$ cat src/rtl/core/rmq_pkg.sv
// shared widths, constants and sideband types for the rotation-to-quaternion block
// no dependencies
package rmq_pkg;

  localparam int FRAC_BITS = 30;
  localparam int IN_W      = 32;
  localparam int SUM_W     = IN_W + 2;
  localparam int DIF_W     = IN_W + 1;
  localparam int MAG_W     = IN_W + 1;
  localparam int RAD_W     = IN_W + 1;
  localparam int SQ_W      = RAD_W + FRAC_BITS + ((RAD_W + FRAC_BITS) % 2);
  localparam int RT_W      = SQ_W / 2;
  localparam int DIV_W     = RT_W + 1;
  localparam int DVD_W     = MAG_W + FRAC_BITS;

  localparam longint ONE_L   = longint'(1) << FRAC_BITS;
  localparam longint TENTH_L = (ONE_L + 5) / 10;

  typedef enum logic [1:0] {BR_W, BR_X, BR_Y, BR_Z} branch_t;

  typedef struct packed {
    branch_t                     br;
    logic                        bad;
    logic [2:0]                  neg;
    logic [2:0]                  nz;
    logic [2:0][MAG_W-1:0]       mag;
    logic [RT_W-2:0]             c;
    logic [2:0][IN_W-1:0]        pos;
  } side_t;

endpackage

$ cat src/rtl/core/rmq_sqrt.sv
// pipelined integer square root, one result bit per stage
// depends on rmq_pkg
module rmq_sqrt (
  input  logic                      clk,
  input  logic                      en,
  input  logic [rmq_pkg::SQ_W-1:0]  op,
  output logic [rmq_pkg::RT_W-1:0]  root
);
  localparam int SQ_W = rmq_pkg::SQ_W;
  localparam int RT_W = rmq_pkg::RT_W;

  logic [SQ_W-1:0] op_r [RT_W];
  logic [RT_W-1:0] rt_r [RT_W];
  logic [RT_W+1:0] rm_r [RT_W];

  for (genvar k = 0; k < RT_W; k++) begin : g_st
    logic [SQ_W-1:0] op_i;
    logic [RT_W-1:0] rt_i;
    logic [RT_W+1:0] rm_i, t, trial;
    logic            ge;
    if (k == 0) begin : g_first
      assign op_i = op;
      assign rt_i = '0;
      assign rm_i = '0;
    end else begin : g_next
      assign op_i = op_r[k-1];
      assign rt_i = rt_r[k-1];
      assign rm_i = rm_r[k-1];
    end
    assign t     = {rm_i[RT_W-1:0], op_i[SQ_W-1 -: 2]};
    assign trial = {rt_i, 2'b01};
    assign ge    = (t >= trial);
    always_ff @(posedge clk) begin
      if (en) begin
        op_r[k] <= op_i << 2;
        rm_r[k] <= ge ? t - trial : t;
        rt_r[k] <= {rt_i[RT_W-2:0], ge};
      end
    end
  end

  assign root = rt_r[RT_W-1];

endmodule

$ cat config.mk
export PLATFORM = sky130hd
export DESIGN_NAME = rmq_sqrt
export DESIGN_NICKNAME = d
export VERILOG_FILES = /design/src/rtl/core/rmq_pkg.sv /design/src/rtl/core/rmq_sqrt.sv
export SDC_FILE = /design/constraint.sdc
export NUM_CORES = 2
export LEC_CHECK = 0
export BUFFER_PORTS_ARGS = -buffer_cell sky130_fd_sc_hd__buf_4
export CAP_MARGIN = 20
export CORE_MARGIN = 2
export CORE_UTILIZATION = 46
export CTS_CLUSTER_SIZE = 16
export DETAILED_ROUTE_END_ITERATION = 7
export PLACE_DENSITY_LB_ADDON = 0.1
export SKIP_LAST_GASP = 1
export SLEW_MARGIN = 20
export SYNTH_ARGS = -nofsm -noshare
export SYNTH_HDL_FRONTEND = slang
export SYNTH_MEMORY_MAX_BITS = 65536
export SYNTH_SLANG_ARGS = --single-unit
$ cat constraint.sdc
create_clock -name clk -period 4.6 [get_ports clk]
set_clock_uncertainty 0.2 [all_clocks]
set_input_delay 0.23 -clock clk [delete_from_list [all_inputs] [get_ports clk]]
set_output_delay 0.23 -clock clk [all_outputs]
set_load 0.005 [all_outputs]
==> impl_summary.txt <==
----------------------------------------------------
[Place]
  Weighted congestion reported at the end of routability-driven placement ... 0.886
  Standard cell area after detailed placement ... between 100000 and 150000 sq um
  Detailed Place HPWL ... about 170000 um
  Count of buffers from port buffering ... 97

[Floorplan]
  Number of top-level pins ... 98
  Die ar. ... approximately 250000 sq um
  Standard cell core area ... 249000 sq um
  Vertical die dimension ... between 500 and 600 um
  Starting density of the core ... around 46%
  Die boundary width ... a little over 500 um
  Std-Cell Rows ... 183

[Synthesis]
  Post-synthesis average cell area ... between 10 and 15 sq um
  Sequential element share of the synthesized area ... about 64%
  Synth Area in Adders ... between 6 and 7%
  Yosys warning total ... 0
  Cell accounting for the most synthesized area ... edfxtp_1
  Number of flops mapped to enable cells by yosys ... roughly 2500
  Share of cell area taken by muxes after synthesis ... approximately 1.1%
  Post-Syn Instances ... a little under 9000
  Main combinational cell family by area after synthesis ... compound AO/OA/AOI/OAI gates
  Cell area after technology mapping ... 115000 sq um
  Yosys cell types ... 92
  Xor-xnor portion of the synthesized cell area ... around 6%
  Seq cells post-synth ... 2465
  Compound-Gate Fraction of Synth Area ... under 10%
  Mapped Nets ... 9489
  Share of flip-flops with an asynchronous set or reset after synthesis ... 0%
  Synth top area cells ... edfxtp_1 (64%), ha_1 (6.1%), xnor2_1 (3.2%)
  Area fraction of the dominant cell type after synthesis ... ~64%
  Most common flop cell mapped by yosys ... edfxtp_1
  Simple-gate area share of the yosys netlist ... 9.63%

[Clock tree]
  Num CTS Buffers ... 286
  Post-CTS clock slew at the launch and capture registers of the worst setup and hold paths ... ~0.06 ns
  Clk Tree Root Cell ... clkbuf_16
  Max clock buf depth ... 4
  Clock sinks ... 2465
  H-tree levels ... 5
  Clock latency at the later pin of the worst-skew pair ... 0.91 ns
  TritonCTS clock tree ... done
  Number of gates given a new drive strength after cts ... 0
  Total setup buffers inserted after CTS ... 0

[Detailed routing]
  Wirelength, routed ... 240000 um
  Remaining antenna violation count after routing ... 0
  Drt wl/cell ... 18.7 um
  First-pass iteration count of the detailed router ... 6
  Drt first-iter violations ... about 5000
  Total DRC errors in the routed layout ... 0
  Average via count per standard cell ... about 5.4
  Total number of vias ... about 70000

[Global routing]
  Global-route wire length before repair ... approximately 380000 um
  Via count of the first global-routing pass ... slightly below 70000
  Initial antenna violation count ... 2
  Largest net degree at the start of global routing ... between 150 and 200
  Global route overflow ... 0
  GR Util All Layers ... 18.7%

[STA]
  Setup TNS after final layout ... 0 ns
  Final cycle utilization of the critical path ... 90.3%
  Fin. Hold Viols ... 0
  Pins over their slew limit ... 0
  Setup repair after global routing missed its margin ... no
  Achievable frequency ... between 0.2 and 0.25 GHz
  Number of failing setup endpoints in the final timing report ... 0
  Rel. slew slack ... between 30% and 40%
  Fin crit period ... 4.15 ns
  Slew at the pin closest to its max-slew limit ... a little over 0.9 ns

[Layout]
  Nets ... a little under 10000
  Share of layout cells above drive strength 1 ... approximately 8.4%
  Area growth from synthesis to layout ... 13.7%
  Final instance area ... roughly 130000 sq um

[Setup path]
  Critical path buffers and inverters ... 1
  CP peak stage delay ... 0.72 ns
  Cell family with the largest share of critical-path delay ... compound AO/OA/AOI/OAI gates
  Data arrival time of the worst path ... 4.58 ns
  Largest driver fanout on the critical path ... 33
  Category of the critical setup timing path ... reg2reg
  Type of element launching the critical path ... flop
  Worst path required time ... slightly above 5 ns
  Cell chain of the critical path ... ha_1 > a21oi_1 > o21ai_0 > a311oi_1 > o211a_1 > a2bb2oi_1 > o31ai_1 > a31oi_1 > a21oi_4 > buf_12 > mux2_2
  Slowest cell on crit path ... o31ai_1
  Crit end category ... flop

[Min path]
  Worst Hold Class ... reg2reg

[Run status]
  Run status ... completed

[Pwr]
  Power Dens Cells ... approximately 510 nW/um^2
  IR Drop Worst-Case VDD ... slightly below 400 uV
  Leakage power ... between 50 and 60 nW

[Flow run]
  Max-cap check violation count ... 0

----------------------------------------------------
through the flow:
stage	hold WS [ns]	worst slack [ns]	std cells	util [%]	total power (W)
CTS	0.182	0.492	12851	52.6	0.0679
global placement	0.200	0.581	12230	48.4	0.0455
floorplan	0.129	1.05	8862	-	0.0408
finish	0.188	0.448	12855	52.6	0.0670
global route	0.188	0.192	12855	52.6	0.0707
detailed placement	0.205	0.520	12230	48.4	0.0456
registers in the layout (all words and copies together) (netlist names):
| name | flops |
|---|---|
| op_r | 992 |
| rm_r | 945 |
| rt_r | 528 |
Yosys cell counts (78+ instances only):
master and instances:
nand4_1 98, nand3_1 153, xnor2_1 420, inv_1 721, nor3_1 200, xor2_1 363
nand2_1 580, o21ai_0 453, or3_1 79, o21a_1 92, nand2b_1 103, a21oi_1 565
clkbuf_1 152, mux2_2 109, nor4_1 119, a21o_1 257, nor2_1 546, edfxtp_1 2465
ha_1 561, nor2b_1 78
report_power, final:
| part | switching, W | internal (W) | total, W | leakage [nW] |
|---|---|---|---|---|
| Sequential | 0.00188 | 0.0286 | 0.0305 | 23.7 |
| Combinational | 0.00842 | 0.00630 | 0.0147 | 22.0 |
| Clock | 0.00863 | 0.0132 | 0.0218 | 4.39 |
| Total | 0.0189 | 0.0481 | 0.0670 | 50.2 |
repair_timing:
action                                 in CTS  in global routing
setup endpoints to repair                   0                  0
endpoints found under the hold margin     187                  0
hold buffers                              130                  0
layer usage:
metal	global-route usage, %	vias up	share of wire (%)
li1	-	33788	-
met1	24.8	33212	44
met2	32.3	1389	50
met3	2.31	426	3.5
met4	5.06	0	2.5
met5	0	-	0
cell families after synthesis:
kind of cell             Yosys count
flip-flops                      2465
AND/OR/NAND/NOR                 2234
AO/OA/AOI/OAI                   1808
buffers and inverters            894
XOR/XNOR                         784
adder cells (fa/ha/maj)          561
multiplexers                     115
other                              1
cell usage in the layout, fill, tap and decap left out, types with 79 or more instances in the layout:
master	count
nor4_1	117
nor3_1	198
inv_1	721
dlygate4sd3_1	130
nand3_1	153
nand2b_1	103
buf_4	182
a21o_1	257
o21ai_0	453
mux2_2	109
clkbuf_16	292
nor2_1	545
a21oi_1	561
or3_1	79
nand2_1	580
xor2_1	363
xnor2_1	420
nand4_1	98
o21a_1	92
edfxtp_1	2465
ha_1	561
final timing paths:
path                start            to  slack (ns)  cells after the start
max          rm_r[1][451]  rm_r[1][478]        0.45                     11
min          op_r[1][613]  op_r[1][677]        0.19                      0
max reg2reg  rm_r[1][451]  rm_r[1][478]        0.45                     11
min reg2reg  op_r[1][613]  op_r[1][677]        0.19                      0
final cells by class:
cell class | count | area, sq um
Sequential cell | 2465 | 74000
Timing Repair Buffer | 338 | 3200
Fill cell | 21213 | 118000
Inverter | 725 | 2720
Clock inverter | 148 | 1470
Tap cell | 3330 | 4170
Antenna cell | 3 | 7.51
Clock buffer | 343 | 7500
Multi-Input combinational cell | 5503 | 37600
Note: power is estimated with default switching activity, not from simulation.
